$ cat src/strided_slice_index_generator_unit_assert.svh
// Assertion macros used by the back part (ssig_back) of the strided slice index generator RTL.
// Uses clk and arst_n of the module that includes this header.
`ifndef STRIDED_SLICE_INDEX_GENERATOR_UNIT_ASSERT_SVH
`define STRIDED_SLICE_INDEX_GENERATOR_UNIT_ASSERT_SVH
`ifndef SYNTH
`define SSIG_ASSERT(lbl, prop, msg) \
	lbl: assert property (@(posedge clk) disable iff (!arst_n) prop) else $error(msg);
`define SSIG_ASSERT_IMPL(lbl, ante, cons, msg) \
	`SSIG_ASSERT(lbl, (ante) |-> (cons), msg)
`else
`define SSIG_ASSERT(lbl, prop, msg)
`define SSIG_ASSERT_IMPL(lbl, ante, cons, msg)
`endif
`endif

$ cat src/ssig_pkg.sv
// Shared types and constants of the strided slice index generator.
// No dependencies; imported by every module of the block.
package ssig_pkg;

	localparam int MAX_LEN = 64;
	localparam int LEN_W = $clog2(MAX_LEN + 1);
	localparam int IDX_W = $clog2(MAX_LEN);
	localparam int POS_W = LEN_W + 1;

	// Result status codes.
	localparam logic [1:0] ST_OK    = 2'd0;
	localparam logic [1:0] ST_EMPTY = 2'd1;
	localparam logic [1:0] ST_ZERO  = 2'd2;

	// Register indexes on the configuration port.
	localparam logic [1:0] REG_START = 2'd0;
	localparam logic [1:0] REG_STOP_GIVEN = 2'd1;
	localparam logic [1:0] REG_STOP = 2'd2;
	localparam logic [1:0] REG_STEP = 2'd3;

	typedef struct packed {
		logic signed [15:0] slice_start;
		logic               stop_given;
		logic signed [15:0] slice_stop;
		logic signed [15:0] slice_step;
	} cfg_t;

	// One resolved request, handed from the front part to the back part.
	typedef struct packed {
		logic [IDX_W-1:0] start_idx;
		logic [IDX_W-1:0] step_lo;
		logic [LEN_W-1:0] count;
		logic [1:0]       status;
	} entry_t;

endpackage

$ cat src/strided_slice_index_generator_unit.sv
// Strided slice index generator: Python slice indices over a collection.
// The front spends a cycle per quotient bit in its 7 step serial divider and takes no new
// request until it has handed the last one over; the back emits one index per cycle
// while the output is not stalled. Reset: arst_n clears control; registers return to
// start 0, stop unset, step 1.
module strided_slice_index_generator_unit (
	input  logic        clk,
	input  logic        arst_n,
	input  logic        psel,
	input  logic        penable,
	input  logic        pwrite,
	input  logic [3:0]  paddr,
	input  logic [31:0] pwdata,
	output logic [31:0] prdata,
	output logic        pready,
	input  logic        in_valid,
	output logic        in_stall,
	input  logic [6:0]  collection_size,
	output logic        out_valid,
	input  logic        out_stall,
	output logic [5:0]  element_index,
	output logic [6:0]  slice_count,
	output logic        last_of_run,
	output logic [1:0]  status
);
	import ssig_pkg::*;

	cfg_t       cfg_q;
	logic       wr_en;
	logic [1:0] reg_idx;
	logic       push;
	entry_t     push_entry;
	logic       q_full;
	logic       pop;
	logic       q_valid;
	entry_t     head;

	assign pready = 1'b1;
	assign wr_en = psel && penable && pwrite && pready;
	assign reg_idx = paddr[3:2];

	// Configuration registers.
	always_ff @(posedge clk or negedge arst_n) begin
		if (!arst_n) begin
			cfg_q.slice_start <= '0;
			cfg_q.stop_given <= 1'b0;
			cfg_q.slice_stop <= '0;
			cfg_q.slice_step <= 16'sd1;
		end else if (wr_en) begin
			case (reg_idx)
				REG_START: cfg_q.slice_start <= pwdata[15:0];
				REG_STOP_GIVEN: cfg_q.stop_given <= pwdata[0];
				REG_STOP: cfg_q.slice_stop <= pwdata[15:0];
				REG_STEP: cfg_q.slice_step <= pwdata[15:0];
				default: ;
			endcase
		end
	end

	// Register read back.
	always_comb begin
		case (reg_idx)
			REG_START: prdata = {16'b0, cfg_q.slice_start};
			REG_STOP_GIVEN: prdata = {31'b0, cfg_q.stop_given};
			REG_STOP: prdata = {16'b0, cfg_q.slice_stop};
			REG_STEP: prdata = {16'b0, cfg_q.slice_step};
			default: prdata = '0;
		endcase
	end

	ssig_front u_front (
		.clk             (clk),
		.arst_n          (arst_n),
		.cfg             (cfg_q),
		.in_valid        (in_valid),
		.in_stall        (in_stall),
		.collection_size (collection_size),
		.push            (push),
		.push_entry      (push_entry),
		.q_full          (q_full)
	);

	ssig_queue u_queue (
		.clk        (clk),
		.arst_n     (arst_n),
		.push       (push),
		.push_entry (push_entry),
		.full       (q_full),
		.pop        (pop),
		.q_valid    (q_valid),
		.head       (head)
	);

	ssig_back u_back (
		.clk           (clk),
		.arst_n        (arst_n),
		.q_valid       (q_valid),
		.head          (head),
		.pop           (pop),
		.out_valid     (out_valid),
		.out_stall     (out_stall),
		.element_index (element_index),
		.slice_count   (slice_count),
		.last_of_run   (last_of_run),
		.status        (status)
	);

endmodule

$ cat src/ssig_front.sv
// Front part: accepts a collection size, resolves start and stop and
// divides out the index count serially. Depends on ssig_pkg.
module ssig_front (
	input  logic             clk,
	input  logic             arst_n,
	input  ssig_pkg::cfg_t   cfg,
	input  logic             in_valid,
	output logic             in_stall,
	input  logic [6:0]       collection_size,
	output logic             push,
	output ssig_pkg::entry_t push_entry,
	input  logic             q_full
);
	import ssig_pkg::*;

	localparam logic [1:0] F_IDLE = 2'd0;
	localparam logic [1:0] F_DIV  = 2'd1;
	localparam logic [1:0] F_PUSH = 2'd2;
	localparam int CNT_W = $clog2(LEN_W + 1);

	// Python style resolution of one position against the length.
	function automatic logic signed [POS_W-1:0] resolve(logic signed [15:0] pos,
			logic [LEN_W-1:0] len, logic signed [POS_W-1:0] lo,
			logic signed [POS_W-1:0] hi);
		logic signed [17:0] p;
		logic signed [17:0] s;
		logic signed [POS_W-1:0] r;
		p = $signed({{2{pos[15]}}, pos});
		s = p + $signed({{(18-LEN_W){1'b0}}, len});
		if (pos < 0) begin
			r = (s < lo) ? lo : s[POS_W-1:0];
		end else begin
			r = (p > hi) ? hi : p[POS_W-1:0];
		end
		return r;
	endfunction

	logic [1:0]              state_q;
	logic [LEN_W-1:0]        num_q;
	logic [LEN_W-1:0]        quo_q;
	logic [15:0]             rem_q;
	logic [15:0]             div_q;
	logic [CNT_W-1:0]        bit_q;
	logic [IDX_W-1:0]        start_q;
	logic [IDX_W-1:0]        step_q;
	logic [1:0]              status_q;

	logic [LEN_W-1:0]        len;
	logic                    step_neg;
	logic signed [POS_W-1:0] lower;
	logic signed [POS_W-1:0] upper;
	logic signed [POS_W-1:0] start_r;
	logic signed [POS_W-1:0] stop_r;
	logic signed [POS_W:0]   span;
	logic [15:0]             step_mag;
	logic [16:0]             rem_sh;
	logic [16:0]             rem_sub;
	logic                    rem_ge;
	logic                    accept;

	// Saturate the length and resolve the bounds for the step sign.
	always_comb begin
		len = (collection_size > LEN_W'(MAX_LEN)) ? LEN_W'(MAX_LEN) : collection_size;
		step_neg = cfg.slice_step[15];
		lower = step_neg ? -POS_W'(1) : '0;
		upper = step_neg ? $signed({1'b0, len}) - POS_W'(1) : $signed({1'b0, len});
		start_r = resolve(cfg.slice_start, len, lower, upper);
		stop_r = cfg.stop_given ? resolve(cfg.slice_stop, len, lower, upper)
			: (step_neg ? lower : upper);
		if (step_neg) begin
			span = $signed({start_r[POS_W-1], start_r}) - $signed({stop_r[POS_W-1], stop_r});
		end else begin
			span = $signed({stop_r[POS_W-1], stop_r}) - $signed({start_r[POS_W-1], start_r});
		end
		step_mag = step_neg ? 16'(-cfg.slice_step) : cfg.slice_step;
	end

	// One restoring division step per cycle.
	always_comb begin
		rem_sh = {rem_q[15:0], num_q[LEN_W-1]};
		rem_ge = rem_sh >= {1'b0, div_q};
		rem_sub = rem_sh - {1'b0, div_q};
	end

	assign accept = in_valid && !in_stall;
	assign in_stall = state_q != F_IDLE;
	assign push = (state_q == F_PUSH) && !q_full;

	always_comb begin
		push_entry.start_idx = start_q;
		push_entry.step_lo = step_q;
		push_entry.count = (status_q == ST_OK) ? quo_q + LEN_W'(1) : '0;
		push_entry.status = status_q;
	end

	// Control sequence: accept, divide (skipped for a zero step or an empty span), hand over.
	always_ff @(posedge clk or negedge arst_n) begin
		if (!arst_n) begin
			state_q <= F_IDLE;
		end else begin
			case (state_q)
				F_IDLE: begin
					if (accept) begin
						if (cfg.slice_step == 16'sd0 || span <= 0) begin
							state_q <= F_PUSH;
						end else begin
							state_q <= F_DIV;
						end
					end
				end
				F_DIV: begin
					if (bit_q == CNT_W'(LEN_W - 1)) begin
						state_q <= F_PUSH;
					end
				end
				F_PUSH: begin
					if (!q_full) begin
						state_q <= F_IDLE;
					end
				end
				default: begin
					state_q <= F_IDLE;
				end
			endcase
		end
	end

	// Datapath registers of the divider and the resolved request.
	always_ff @(posedge clk) begin
		if (accept) begin
			start_q <= start_r[IDX_W-1:0];
			step_q <= cfg.slice_step[IDX_W-1:0];
			num_q <= LEN_W'(span - 1);
			quo_q <= '0;
			rem_q <= '0;
			div_q <= step_mag;
			bit_q <= '0;
			if (cfg.slice_step == 16'sd0) begin
				status_q <= ST_ZERO;
			end else if (span <= 0) begin
				status_q <= ST_EMPTY;
			end else begin
				status_q <= ST_OK;
			end
		end else if (state_q == F_DIV) begin
			num_q <= {num_q[LEN_W-2:0], 1'b0};
			quo_q <= {quo_q[LEN_W-2:0], rem_ge};
			rem_q <= rem_ge ? rem_sub[15:0] : rem_sh[15:0];
			bit_q <= bit_q + CNT_W'(1);
		end
	end

endmodule

$ cat src/ssig_queue.sv
// Two entry queue between the front and back parts.
// Depends on ssig_pkg for the entry type.
module ssig_queue (
	input  logic             clk,
	input  logic             arst_n,
	input  logic             push,
	input  ssig_pkg::entry_t push_entry,
	output logic             full,
	input  logic             pop,
	output logic             q_valid,
	output ssig_pkg::entry_t head
);
	import ssig_pkg::*;

	entry_t     mem_q [2];
	logic       wr_q;
	logic       rd_q;
	logic [1:0] fill_q;

	assign full = fill_q == 2'd2;
	assign q_valid = fill_q != 2'd0;
	assign head = mem_q[rd_q];

	// Pointers and fill level.
	always_ff @(posedge clk or negedge arst_n) begin
		if (!arst_n) begin
			wr_q <= 1'b0;
			rd_q <= 1'b0;
			fill_q <= '0;
		end else begin
			if (push) begin
				wr_q <= ~wr_q;
			end
			if (pop) begin
				rd_q <= ~rd_q;
			end
			if (push && !pop) begin
				fill_q <= fill_q + 2'd1;
			end else if (pop && !push) begin
				fill_q <= fill_q - 2'd1;
			end
		end
	end

	// Entry storage.
	always_ff @(posedge clk) begin
		if (push) begin
			mem_q[wr_q] <= push_entry;
		end
	end

endmodule

$ cat src/ssig_back.sv
// Back part: walks one resolved request, one index per cycle while the output is not
// stalled, into an output register. Depends on ssig_pkg and the assertion header.
`include "strided_slice_index_generator_unit_assert.svh"
module ssig_back (
	input  logic             clk,
	input  logic             arst_n,
	input  logic             q_valid,
	input  ssig_pkg::entry_t head,
	output logic             pop,
	output logic             out_valid,
	input  logic             out_stall,
	output logic [5:0]       element_index,
	output logic [6:0]       slice_count,
	output logic             last_of_run,
	output logic [1:0]       status
);
	import ssig_pkg::*;

	logic             active_q;
	logic [IDX_W-1:0] pos_q;
	logic [IDX_W-1:0] step_q;
	logic [LEN_W-1:0] remain_q;
	logic [LEN_W-1:0] count_q;
	logic [1:0]       stat_q;
	logic             ovalid_q;
	logic [IDX_W-1:0] oidx_q;
	logic [LEN_W-1:0] ocount_q;
	logic             olast_q;
	logic [1:0]       ostat_q;
	logic             adv;
	logic             is_last;

	assign pop = !active_q && q_valid;
	assign adv = active_q && (!ovalid_q || !out_stall);
	assign is_last = (stat_q != ST_OK) || (remain_q == LEN_W'(1));

	assign out_valid = ovalid_q;
	assign element_index = oidx_q;
	assign slice_count = ocount_q;
	assign last_of_run = olast_q;
	assign status = ostat_q;

	// Control: current request and output register occupancy.
	always_ff @(posedge clk or negedge arst_n) begin
		if (!arst_n) begin
			active_q <= 1'b0;
			ovalid_q <= 1'b0;
		end else begin
			if (pop) begin
				active_q <= 1'b1;
			end else if (adv && is_last) begin
				active_q <= 1'b0;
			end
			if (adv) begin
				ovalid_q <= 1'b1;
			end else if (!out_stall) begin
				ovalid_q <= 1'b0;
			end
		end
	end

	// Index walk and result fields.
	always_ff @(posedge clk) begin
		if (pop) begin
			pos_q <= head.start_idx;
			step_q <= head.step_lo;
			remain_q <= head.count;
			count_q <= head.count;
			stat_q <= head.status;
		end else if (adv) begin
			pos_q <= pos_q + step_q;
			remain_q <= remain_q - LEN_W'(1);
		end
		if (adv) begin
			oidx_q <= (stat_q == ST_OK) ? pos_q : '0;
			ocount_q <= count_q;
			olast_q <= is_last;
			ostat_q <= stat_q;
		end
	end

	`SSIG_ASSERT_IMPL(a_special_is_last, ovalid_q && ostat_q != ST_OK, olast_q, "special result not last")
	`SSIG_ASSERT_IMPL(a_ok_has_count, ovalid_q && ostat_q == ST_OK, ocount_q != '0, "index result with zero count")
	`SSIG_ASSERT_IMPL(a_walk_not_spent, active_q && stat_q == ST_OK, remain_q != '0, "index walk past its count")

endmodule

$ cat config.mk
export PLATFORM = sky130hd
export DESIGN_NAME = strided_slice_index_generator_unit
export DESIGN_NICKNAME = d
export VERILOG_FILES = /design/src/ssig_pkg.sv /design/src/strided_slice_index_generator_unit.sv /design/src/ssig_front.sv /design/src/ssig_queue.sv /design/src/ssig_back.sv
export VERILOG_INCLUDE_DIRS = /design/src /design/src/src
export SDC_FILE = /design/constraint.sdc
export NUM_CORES = 1
export LEC_CHECK = 0
export ABC_AREA = 1
export BUFFER_PORTS_ARGS = -buffer_cell sky130_fd_sc_hd__buf_4
export CORE_MARGIN = 2
export CORE_UTILIZATION = 45
export DETAILED_ROUTE_END_ITERATION = 10
export PLACE_DENSITY = 0.67
export RECOVER_POWER = 50
export SLEW_MARGIN = 0
export SYNTH_ARGS = -nofsm -noshare
export SYNTH_HDL_FRONTEND = slang
export SYNTH_HIERARCHICAL = 1
export SYNTH_SLANG_ARGS = --single-unit
$ cat constraint.sdc
create_clock -name clk -period 7.2 [get_ports clk]
set_input_delay 0.72 -clock clk [delete_from_list [all_inputs] [get_ports clk]]
set_output_delay 0.72 -clock clk [all_outputs]
set_load 0.1 [all_outputs]
=== Word-level counts from Yosys, hierarchy flattened ===
Memory sizes are Yosys's and may differ from the RTL's.
Cells that the tools add are included.

* Register bits after elaboration: 164
* Bits in writable memories: 42
* Word-level logic and storage cells: 138
* Memories kept: 1

* $add $sub $neg: 14
* Order comparisons: 9
* Eq/ne operators: 12
* Mux-type cells: 36
* Bitwise gates (word level): 2
* Reduce and logical (&&, ||, !) cells: 36

{| class="wikitable"
|+ Memory list
! name !! words !! width !! read ports !! clocked after memory_dff !! write ports !! line !! RTL
|-
| u_queue.mem_q || 2 || 21 || 1 || 0 || 1 || ssig_queue.sv:15 || <nowiki>entry_t mem_q [2];</nowiki>
|}

{| class="wikitable"
|+ Operator list
! operator !! count
|-
| 32-bit case mux with 4 select lines || 1
|-
| 8-bit 2-to-1 mux || 10
|-
| 7-bit 2-to-1 mux || 6
|-
| 16-bit by 8-bit adder with 17-bit output || 2
|-
| 17-bit by 8-bit less-than comparator with 1-bit output || 2
|-
| 16-bit by 8-bit greater-than comparator with 1-bit output || 2
|-
| 16-bit by 1-bit less-than comparator with 1-bit output (second input constant) || 2
|-
| 8-bit by 8-bit subtractor with 9-bit output || 2
|-
| 17-bit by 16-bit >= comparator with 1-bit output || 1
|-
| 16-bit logical NOT || 1
|-
| 16-bit 2-to-1 mux || 1
|-
| 16-bit negator || 1
|-
| 16-bit subtractor || 1
|-
| 15-bit 2-to-1 mux || 1
|-
| 2-bit nonzero test || 7
|-
| 2-bit 2-to-1 mux || 6
|-
| 6-bit 2-to-1 mux || 2
|-
| 9-bit by 1-bit <= comparator with 1-bit output (second input constant) || 1
|-
| 1-bit logical AND || 9
|-
| 9-bit 2-to-1 mux || 1
|-
| 2-bit == test (second input constant) || 4
|-
| 2-bit logical NOT || 4
|-
| 2-bit AND reduction || 4
|-
| 7-bit by 1-bit subtractor with 8-bit output (second input constant) || 1
|-
| other kinds (19) || 37
|}

=== Longest topological paths before layout ===
Gate-level depths: netlist (run 1).

* Word-level depth: 15
* Depth in mapped cells: 43
* Depth with buffers taken out: 43

=== Hierarchy ===
The synthesis (run 1) kept the hierarchy.

{| class="wikitable"
|+ Modules (own cells, without submodules)
! module !! instances !! cells an instance !! area an instance (um2) !! seq. area each (um2)
|-
| ssig_front || 1 || 1201 || 8127.8 || 1651.6
|-
| strided_slice_index_generator_unit || 1 || 310 || 2453.6 || 1227.4
|-
| ssig_back || 1 || 162 || 1959.4 || 1371.3
|-
| ssig_queue || 1 || 90 || 1726.7 || 1361.3
|}

=== Worst setup path before layout (run 1) ===
No wires, ideal clock.

* Path type: input to register
* Start point: input collection_size[1]
* End point: register u_front.num_q[6] (data pin)
* Setup time: 261 ps
* Arrival time: 5497 ps
* Data required time: 6939 ps
* Setup slack: 1442 ps
* Stages: 36
* Path through: inv_1 > nor2_1 > inv_1 > fa_1 > o211ai_2 > nand2_1 > a21oi_2 > nand3_1 > nor2_1 > a21oi_1 > ha_1 > nand2_1 > inv_1 > nand3_1 > nor2_1 > o2111ai_1 > nand4_2 > nand2_1 > nand2_2 > nand3_1 > nand2_1 > inv_1 > ha_1 > inv_1 > fa_1 > nand2_1 > o21ai_0 > inv_1 > ha_1 > inv_1 > nor2_1 > nand3_1 > nor2_2 > a21oi_1 > nor2_1 > a21oi_1

{| class="wikitable"
|+ RTL lines
! item !! line !! RTL
|-
| start, declared || strided_slice_index_generator_unit.sv:18 || <nowiki>input logic [6:0] collection_size,</nowiki>
|-
| 7-bit greater-than comparator || ssig_front.sv:63 || <nowiki>len = (collection_size > LEN_W'(MAX_LEN)) ? LEN_W'(MAX_LEN) : collection_size;</nowiki>
|-
| 7-bit 2-to-1 mux (*) || ssig_front.sv:63 ||
|-
| branches (longest 4 deep; another with 16-bit by 8-bit adder with 17-bit output) || n/a ||
|-
| 8-bit 2-to-1 mux (*) || ssig_front.sv:30 || <nowiki>if (pos < 0) begin</nowiki>
|-
| net u_front.start_r[0] || ssig_front.sv:52 || <nowiki>logic signed [POS_W-1:0] start_r;</nowiki>
|-
| 8-bit by 8-bit subtractor with 9-bit output (on tied branches) || ssig_front.sv:73, ssig_front.sv:71 ||
|-
| 9-bit 2-to-1 mux (*) || ssig_front.sv:70 || <nowiki>if (step_neg) begin</nowiki>
|-
| 7-bit by 2-bit subtractor with 7-bit output (*) || ssig_front.sv:133 || <nowiki>num_q <= LEN_W'(span - 1);</nowiki>
|-
| 7-bit 2-to-1 mux (*) || ssig_front.sv:130 || <nowiki>if (accept) begin</nowiki>
|-
| end signal, assigned || ssig_front.sv:133 ||
|-
| end signal, assigned || ssig_front.sv:146 || <nowiki>num_q <= {num_q[LEN_W-2:0], 1'b0};</nowiki>
|-
| end, declared || ssig_front.sv:39 || <nowiki>logic [LEN_W-1:0] num_q;</nowiki>
|}

Mark *: on every way through the listed nets, which the timed path passes.
A chain may end at the register's enable or synchronous reset.

=== Worst setup path in the final report (run 1) ===
* Start point: input collection_size[6]
* End point: register u_front.status_q[0] (data pin)

{| class="wikitable"
|+ RTL lines
! item !! line !! RTL
|-
| 7-bit greater-than comparator || ssig_front.sv:63 ||
|-
| 7-bit 2-to-1 mux (*) || ssig_front.sv:63 ||
|-
| branches (longest 4 deep; another with 16-bit by 8-bit adder with 17-bit output) || n/a ||
|-
| 8-bit 2-to-1 mux (*) || ssig_front.sv:30 ||
|-
| net u_front.start_r[0] || ssig_front.sv:52 ||
|-
| 8-bit by 8-bit subtractor with 9-bit output (on tied branches) || ssig_front.sv:73, ssig_front.sv:71 ||
|-
| 9-bit 2-to-1 mux (*) || ssig_front.sv:70 ||
|-
| 9-bit by 1-bit <= comparator with 1-bit output (*) || ssig_front.sv:140 || <nowiki>end else if (span <= 0) begin</nowiki>
|-
| 1-bit 2-to-1 mux (*) || ssig_front.sv:140 ||
|-
| end signal, assigned || ssig_front.sv:139 || <nowiki>status_q <= ST_ZERO;</nowiki>
|-
| end signal, assigned || ssig_front.sv:141 || <nowiki>status_q <= ST_EMPTY;</nowiki>
|-
| end signal, assigned || ssig_front.sv:143 || <nowiki>status_q <= ST_OK;</nowiki>
|-
| end, declared || ssig_front.sv:46 || <nowiki>logic [1:0] status_q;</nowiki>
|}

Marked as above.

==> results of run 1 <==
layout make-up:
| type | count | share of cell area (%) |
|---|---|---|
| Clock buffer | 33 | 4.033 |
| Clock inverter | 11 | 0.6364 |
| Inverter | 231 | 5.545 |
| Multi-Input combinational cell | 1294 | 47.40 |
| Sequential cell | 205 | 35.68 |
| Tap cell | 402 | 3.198 |
| Timing Repair Buffer | 75 | 3.508 |
worst max-delay path: cells and delay by family:
kind                       cells  cell delay [ns]
and+or+nand+nor               18             2.68
adders and majority gates      5             1.56
AOI/OAI and AO/OA              6             0.98
buffers and inverters          7             0.70
cells in the mapped netlist (all sizes together) (4+ instances only):
cell / count / area, µm²
a21o: 9 / 67.56
a21oi: 71 / 385.4
a31oi: 9 / 56.30
buf: 43 / 331.6
clkbuf: 5 / 18.77
dfrtp: 56 / 1401
dfxtp: 26 / 520.5
edfxtp: 122 / 3664
fa: 6 / 120.1
ha: 127 / 1589
inv: 229 / 864.6
mux2: 21 / 236.5
nand2: 546 / 2143
nand3: 139 / 738.2
nand3b: 6 / 45.04
nand4: 35 / 225.2
nor2: 146 / 633.1
nor3: 16 / 101.4
nor4: 4 / 25.02
o211ai: 12 / 120.1
o21ai: 39 / 198.9
o21bai: 12 / 90.09
o22ai: 5 / 31.28
or2: 8 / 50.06
xnor2: 22 / 192.7
xor2: 35 / 306.5
power breakdown:
part           internal [mW]  switching (mW)
Sequential              1.76           0.312
Clock                  0.657           0.480
Combinational           1.07            2.21
Total                   3.48            3.00
placed cells by master (no fill, tap or decap), drive strengths merged:
cell type | Yosys | layout
a21o | 9 | 9
a21oi | 71 | 71
a22oi | 1 | 1
a31o | 1 | 1
a31oi | 9 | 9
and2 | 1 | 1
buf | 43 | 72
bufinv | 0 | 1
clkbuf | 5 | 36
clkinv | 2 | 9
clkinvlp | 0 | 1
conb | 2 | 17
dfrtp | 56 | 56
dfstp | 1 | 1
dfxtp | 26 | 26
edfxtp | 122 | 122
fa | 6 | 6
ha | 127 | 127
inv | 229 | 231
mux2 | 21 | 21
nand2 | 546 | 546
nand3 | 139 | 139
nand3b | 6 | 6
nand4 | 35 | 35
nor2 | 146 | 146
nor3 | 16 | 16
nor3b | 2 | 2
nor4 | 4 | 4
o2111ai | 1 | 1
o211ai | 12 | 12
o21a | 2 | 2
o21ai | 39 | 39
o21bai | 12 | 12
o221ai | 1 | 1
o22ai | 5 | 5
or2 | 8 | 8
xnor2 | 22 | 22
xor2 | 35 | 35
layer usage:
metal	global-route usage, %	vias up
li1	-	5904
met1	26.38	5386
met2	36.46	281
met3	2.455	60
met4	6.774	0
met5	0	-
metrics by stage:
stage	utilization, %	hold slack (ns)	instances
finish	50.10	0.4168	2251
global route	50.10	0.4145	2251
detailed placement	47.92	0.4045	2207
global placement	47.92	0.4018	2207
CTS	50.26	0.3084	2251
floorplan	-	0.4003	1778
sequential cells by signal, indices dropped and copies added, names as in the netlist, 2 cells and up:
register / flops
cfg_q: 49
u_back/slice_count: 7
u_queue/fill_q: 2
u_back/count_q: 7
u_front/quo_q: 7
u_front/start_q: 6
u_front/num_q: 7
u_back/element_index: 6
u_front/div_q: 16
u_queue/mem_q: 42
u_back/step_q: 6
u_back/remain_q: 7
u_front/step_q: 5
u_front/status_q: 2
u_back/status: 2
u_front/state_q: 2
u_front/rem_q: 16
u_back/pos_q: 6
u_front/bit_q: 3
u_back/stat_q: 2
cells by family (layout without fill, tap and decap cells):
group,after synthesis,count (layout)
AND/OR/NAND/NOR,903,903
XOR/XNOR,57,57
adder cells (fa/ha/maj),133,133
other,2,17
multiplexers,21,21
AO/OA/AOI/OAI,163,163
flip-flops,205,205
buffers and inverters,279,350
final timing paths:
| check | startpoint | endpoint | slack (ns) | cells past startpoint |
|---|---|---|---|---|
| max | collection_size[6] | u_front/status_q[0] | 0.91 | 36 |
| min | pwdata[3] | cfg_q[3] | 0.42 | 3 |
| max reg2reg | cfg_q[16] | u_front/status_q[0] | 1.11 | 33 |
| min reg2reg | u_back/count_q[3] | u_back/slice_count[3] | 0.42 | 0 |
| max in group asynchronous | arst_n | cfg_q[9] | 3.94 | 1 |
| min in group asynchronous | arst_n | cfg_q[18] | 1.35 | 1 |
==> metrics.csv, run 1 <==
metric,value,unit
status,"complete, but fails checks",
violations,"max-capacitance violations, max-slew violations",
fin_crit_sh,87.43,%
rsz0062_at_grt,false,
fin_crit,6.295,ns
ys_ff_latch,205,
initial_core_util,45.45,%
worst_setup_path_end_kind,flip-flop,
track_usage,20.65,%
synth_top_family_by_area,simple AND/OR/NAND/NOR gates,
ir_drop,0.0001999,V
multi_input_area,7455,µm²
cts.sinks,205,
syn_avg_cell_area,8.093,µm²
worst_slack,0.9053,ns
synth-simple-area-share,27.91,%
clk_pin_slew,0.06,ns
drive_gt1_share,10.17,%
tightest_slew,3.401,ns
slew_violations,58,
io_pins,101,
synth_edf_count,122,
clk_latency,0.52,ns
antenna_cells,0,
row_count,65,
hold_buffers,0,
postRouteAntennaNets,0,
drc,0,
dieArea,33150,µm²
cellPowerDensity,412.3,nW/µm²
finalSetupViolCount,0,
dr_wl_met3,1695,µm
synthAdderAreaFrac,11.98,%
place_congestion,0.9277,
vias,11630,
hold_class,in2reg,
async_reset_ff_share,27.80,%
synth_compound_area_share,6.998,%
gr-total-overflow,0,
yosysUniqueCellTypes,59,
syn-instance-count,1763,
synth_flop_cell,edfxtp_1,
highest_layer,met4,
regArea,5612,µm²
fillCellCount,3027,
viasPerCell,5.167,
hold_violations,0,
dr_wl_met2,16160,µm
muxShareOfSynthArea,1.657,%
critPathLaunchType,input pin,
wirelength,33840,µm
wl_met1,14930,µm
routedWlPerCell,15.03,µm
ys_warn_count,6,
power,6.485,mW
final_area,15730,µm²
dpl_worst_slack,0.4257,ns
cts_tree,yes,
slew_headroom,-126.8,%
htreeDepth,1,
clock_skew,0.01989,ns
layout.nets,2014,
maxCapViolCount,1,
grt_pass1_vias,11200,
grt_max_degree,58,
ys_seq_area_share,39.33,%
cp_slowest_cell,fa_1,
drtPass1Iterations,5,
power_leakage,7.711,nW
syn_to_final_growth,10.23,%
post_cts_buffers,0,
clockRootBuffer,clkbuf_16,
worstPathArrival,6.67,ns
drtIter0Drc,691,
place_area,15040,µm²
crit_type,in2reg,
grt_pass1_wl,55460,µm
max_stage_delay,0.49,ns
max_clock_freq,158.9,MHz
tns,0,ns
path_max_fanout,9,
dieHeight,182.1,µm
coreArea,31390,µm²
io_buffers,65,
numCtsBuffers,24,
antenna_found_initial,0,
worstPathRequired,7.57,ns
synthesis.area,14270,µm²
synth_xor_area_share,3.499,%
die_x,182.1,µm
clockBufferDepth,3,
hpwl,25510,µm
cts_resized,0,
cp_common_cell,inv_1,
Note: power is estimated with default switching activity, not from simulation.
==> inputs of run 2 (changes only) <==
Settings changed: ABC_AREA 1 to unset, PLACE_DENSITY 0.67 to 0.68.
==> metrics.csv, run 2 <==
metric,value,unit
status,"complete, but fails checks",
violations,"max-capacitance violations, max-slew violations",
place_congestion,0.9341,
grt_pass1_wl,48400,µm
post_cts_buffers,0,
slew_headroom,-109.7,%
fin_crit_sh,92.20,%
hold_violations,0,
crit_type,in2reg,
hpwl,22750,µm
io_pins,101,
synthTopCellsByArea,"edfxtp_1, ha_1, dfrtp_1",
worstPathRequired,7.58,ns
cp_slowest_cell,o22ai_1,
dieHeight,177.2,µm
final_area,14890,µm²
fillCellCount,2669,
mostFrequentLayoutCells,"ha_1, edfxtp_1, nand2_1, mux2_2, nor2_1",
power_leakage,6.174,nW
routedWlPerCell,17.34,µm
cts_resized,0,
gr-total-overflow,0,
tns,0,ns
synth_edf_count,122,
yosys.area.top_type,edfxtp_1,
fin_crit,6.639,ns
ys_ff_latch,205,
synthesis.area,13500,µm²
ys_seq_area_share,41.57,%
worstPathArrival,7.02,ns
cts.sinks,205,
track_usage,19.23,%
path_max_fanout,13,
grt_pass1_vias,9259,
ys_warn_count,6,
syn_avg_cell_area,10.68,µm²
async_reset_ff_share,27.80,%
drc,0,
hold_ws,0.4185,ns
max_clock_freq,150.6,MHz
antenna_found_initial,0,
hold_class,reg2reg,
wirelength,30050,µm
coreArea,29560,µm²
clk_latency,0.49,ns
clockBufferDepth,3,
cellPowerDensity,441.8,nW/µm²
largest_register_ffs,49,
die_x,177.2,µm
initial_core_util,45.67,%
synth_flop_cell,edfxtp_1,
regMostFlops,cfg_q,
multi_input_area,7274,µm²
syn_to_final_growth,10.29,%
dpl_worst_slack,0.02705,ns
grt_max_degree,58,
netlist.area_leader.share,27.14,%
clk_pin_slew,0.06,ns
tightest_slew,3.146,ns
cts_tree,yes,
hold_buffers,0,
clockRootBuffer,clkbuf_16,
maxCapViolCount,2,
antenna_cells,0,
viasPerCell,5.537,
syn-instance-count,1264,
row_count,63,
htreeDepth,1,
netlist_top_cells_count,"ha_1, edfxtp_1, mux2_2, nand2_1, nor2_1",
yosysMostFrequentCell,ha_1,
finalSetupViolCount,0,
drive_gt1_share,15.12,%
dieArea,31400,µm²
worst_slack,0.5614,ns
regArea,5612,µm²
slew_violations,75,
io_buffers,65,
worst_setup_path_end_kind,flip-flop,
max_stage_delay,0.64,ns
drtPass1Iterations,5,
final_common_cell,ha_1,
yosysUniqueCellTypes,85,
fin_util,50.37,%
vias,9595,
numCtsBuffers,21,
largest_registers,"cfg_q x49, u_queue/mem_q x42",
postRouteAntennaNets,0,
ir_drop,0.0002281,V
layout.nets,1511,
rsz0062_at_grt,false,
clock_skew,0.007859,ns
drtIter0Drc,554,
place_area,14330,µm²
critPathLaunchType,input pin,
run 2: changes by cell type after synthesis, sizes merged, moves of 71 or more:
cell   delta
inv     -163
nand2   -462
mux2     +73
nor2     -71
nand3   -114
run 2: logic make-up (layout without fill, tap and decap cells):
group	Yosys count	count (layout)	share of synthesized area [%]
buf+inv	128	192	4.662
mux	121	121	10.31
other cells	2	17	0.05563
compound gates	276	276	13.58
simple gates	322	322	12.18
xor+xnor	77	77	4.995
fa+ha+maj	133	133	12.66
flops	205	205	41.57
run 2: area by class of cell:
cell class,count,area share [%]
Sequential cell,205,37.69
Inverter,66,1.664
Tap cell,390,3.277
Clock inverter,10,0.7143
Timing Repair Buffer,88,3.958
Clock buffer,28,3.840
Multi-Input combinational cell,946,48.86
run 2: power by group:
part	total, mW	switching, mW	internal, mW	leakage [nW]
Combinational	3.44	2.12	1.31	3.78
Sequential	2.07	0.330	1.74	2.06
Clock	1.07	0.438	0.632	0.337
Total	6.58	2.89	3.69	6.17
run 2: path summary, 6_finish.rpt:
check | from | depth (start not counted) | slack [ns] | endpoint
max | collection_size[6] | 26 | 0.56 | u_front/state_q[0]
min | u_back/count_q[2] | 0 | 0.42 | u_back/slice_count[2]
max reg2reg | cfg_q[33] | 25 | 0.64 | u_front/state_q[0]
min reg2reg | u_back/count_q[2] | 0 | 0.42 | u_back/slice_count[2]
max in group asynchronous | arst_n | 1 | 4.16 | u_queue/fill_q[0]
min in group asynchronous | arst_n | 1 | 1.26 | cfg_q[45]
run 2: worst max-delay path, delay by kind of cell:
kind | cells | cell delay (ns)
xor+xnor | 1 | 0.17
mux | 2 | 0.64
buf+inv | 2 | 0.29
simple gates | 8 | 1.38
fa+ha+maj | 3 | 1.05
compound gates | 10 | 2.75
run 2: through the flow:
stage                     std cells  total power, mW
final                          1733            6.578
after global routing           1733            7.070
after CTS                      1733            6.657
after detailed placement       1695            5.557
after global placement         1695            5.473
after floorplan                1279            4.748
run 2: routing by layer:
layer	track usage, %	vias to the layer above	routed length, µm
met1	26.39	4561	13780
met5	0	-	0
met2	32.33	221	13990
li1	-	4773	-
met4	4.442	0	690
met3	2.491	40	1591
==> inputs of run 3 (changes only) <==
Settings changed: CORE_MARGIN 2 to 1.5.
Clock period 7.2 ns to 7.7 ns, I/O delays scaled along.
==> metrics.csv, run 3 (synthesized netlist as in run 2, its figures left out) <==
metric,value,unit
track_usage,19.51,%
routedWlPerCell,17.57,µm
p_sw,2.729,mW
final_common_cell,ha_1,
largest_registers,"cfg_q x49, u_queue/mem_q x42",
viasPerCell,5.619,
highest_layer,met4,
rr_worst_depth,27,
holdPathEnd,u_back/slice_count[5],
antenna_found_initial,0,
fillCellCount,2670,
mostFrequentLayoutCells,"ha_1, edfxtp_1, nand2_1, mux2_2, nor2_1",
regMostFlops,cfg_q,
drive_gt1_share,14.54,%
hold_class,reg2reg,
comb_power_share,52.1,%
vias,9688,
grt_max_degree,58,
dp.cells,1684,
fin_crit,6.893,ns
finalSetupViolCount,0,
die_x,176.2,µm
io_buffers,65,
coreArea,29560,µm²
cp_slowest_cell,nor4_1,
pwr-share-seq,31.6,%
power,6.118,mW
worst_setup_path_end_kind,flip-flop,
grt_pass1_wl,48430,µm
tightest_slew,3.134,ns
cts.sinks,205,
layout.nets,1501,
cts_tree,yes,
numCtsBuffers,22,
io_pins,101,
clk_pin_slew,0.06,ns
min_path_cells,0,
path_max_fanout,14,
max_stage_delay,0.49,ns
critPathLaunchType,input pin,
dr_wl_met3,1435,µm
grt_pass1_vias,9265,
min_from,u_back/count_q[5],
maxCapViolCount,2,
clk_latency,0.51,ns
dieHeight,176.2,µm
clock_skew,0.01046,ns
largest_register_ffs,49,
power_leakage,6.124,nW
post_cts_buffers,0,
cp_common_cell,ha_1,
rr_endpoint,u_front/state_q[0],
rsz0062_at_grt,false,
hpwl,22710,µm
fin_crit_sh,89.52,%
violations,"max-capacitance violations, max-slew violations",
clockPowerShare,16.2,%
hold_buffers,0,
cp_top_family,compound AO/OA/AOI/OAI gates,
worstPathArrival,7.29,ns
internal-power,3.389,mW
initial_core_util,45.67,%
wirelength,30300,µm
cellPowerDensity,413.1,nW/µm²
antenna_cells,0,
clockBufferDepth,3,
slew_violations,75,
hold_violations,0,
slew_headroom,-109.0,%
worst-path-buf-inv,5,
crit_type,in2reg,
worstPathRequired,8.10,ns
tns,0,ns
swShare,44.60,%
postRouteAntennaNets,0,
dieArea,31050,µm²
syn_to_final_growth,9.704,%
fin_cells,1724,
place_congestion,0.8999,
wl_met1,13750,µm
drtPass1Iterations,5,
max_clock_freq,145.1,MHz
row_count,63,
r2r_slack,1.03,ns
htreeDepth,1,
drc,0,
clockRootBuffer,clkbuf_16,
r2r_start,cfg_q[33],
dr_wl_met2,14160,µm
status,"complete, but fails checks",
drtIter0Drc,613,
gr-total-overflow,0,
cts_resized,0,
ir_drop,0.0001996,V
-- run 3: changes by cell type in the layout (fill, tap and decap cells not counted), sizes merged --
cell      previous run  this run
clkinv               7        10
clkbuf              47        44
clkinvlp             0         3
buf                 69        59
bufinv               2         0
-- run 3: layout make-up --
| class | instances | area [µm²] | area share [%] |
|---|---|---|---|
| multi-input cells | 946 | 7267 | 49.07 |
| flip-flops and latches | 205 | 5612 | 37.89 |
| clock buffers | 26 | 596.8 | 4.030 |
| repair buffers | 77 | 510.5 | 3.447 |
| well taps | 390 | 488.0 | 3.295 |
| inverters | 66 | 247.7 | 1.673 |
| clock inverters | 14 | 88.84 | 0.5998 |
-- run 3: worst register-to-register path: stages, from the launching register on --
cell and delay [ns]:
dfrtp_1 0.49, ha_1 0.22, inv_1 0.05, fa_1 0.40, nor2b_1 0.12, o21ai_0 0.11, a21oi_1 0.27, o31a_1 0.17
o21ai_0 0.08, buf_4 0.18, nor2_1 0.11, xor2_1 0.16, ha_1 0.26, o21a_1 0.11, o21a_1 0.16, o311ai_0 0.40
o22ai_1 0.26, o21a_1 0.24, a22oi_1 0.45, ha_1 0.25, inv_1 0.05, fa_1 0.43, o21ai_0 0.23, ha_1 0.22
nand4b_1 0.19, nor4_1 0.49, a211oi_1 0.20, a22o_1 0.26
-- run 3: metrics by stage --
stage	area, µm²	hold slack (ns)	util (%)	worst slack, ns
2_1_floorplan	13560	0.4003	-	0.6995
3_3_place_gp	14240	0.4007	48.19	0.4751
3_5_place_dp	14240	0.4052	48.19	0.3892
4_1_cts	14930	0.3431	50.51	0.9233
5_1_grt	14810	0.4346	50.10	0.2323
6_report	14810	0.4183	50.10	0.8073
-- run 3: power groups by stage --
stage | clock [mW] | sequential [mW] | combinational, mW
3_3_place_gp | 0 | 1.94 | 3.14
4_1_cts | 1.02 | 1.94 | 3.22
6_report | 0.992 | 1.94 | 3.19
2_1_floorplan | 0 | 2.08 | 2.36
5_1_grt | 1.06 | 1.98 | 3.53
3_5_place_dp | 0 | 1.96 | 3.20
-- run 3: layer usage --
| layer | GRT usage, % | up-vias |
|---|---|---|
| met5 | 0 | - |
| met4 | 6.232 | 0 |
| met3 | 2.519 | 50 |
| met2 | 32.48 | 245 |
| met1 | 26.36 | 4653 |
| li1 | - | 4740 |
-- run 3: worst max path at each step --
stage / end / cells past startpoint / start
finish: u_front/state_q[0] / 30 / collection_size[6]
global route: u_front/state_q[0] / 28 / collection_size[6]
CTS: u_front/state_q[0] / 30 / collection_size[6]
detailed placement: u_front/state_q[0] / 30 / collection_size[6]
global placement: u_front/state_q[0] / 30 / collection_size[6]
floorplan: u_front/state_q[0] / 27 / collection_size[6]
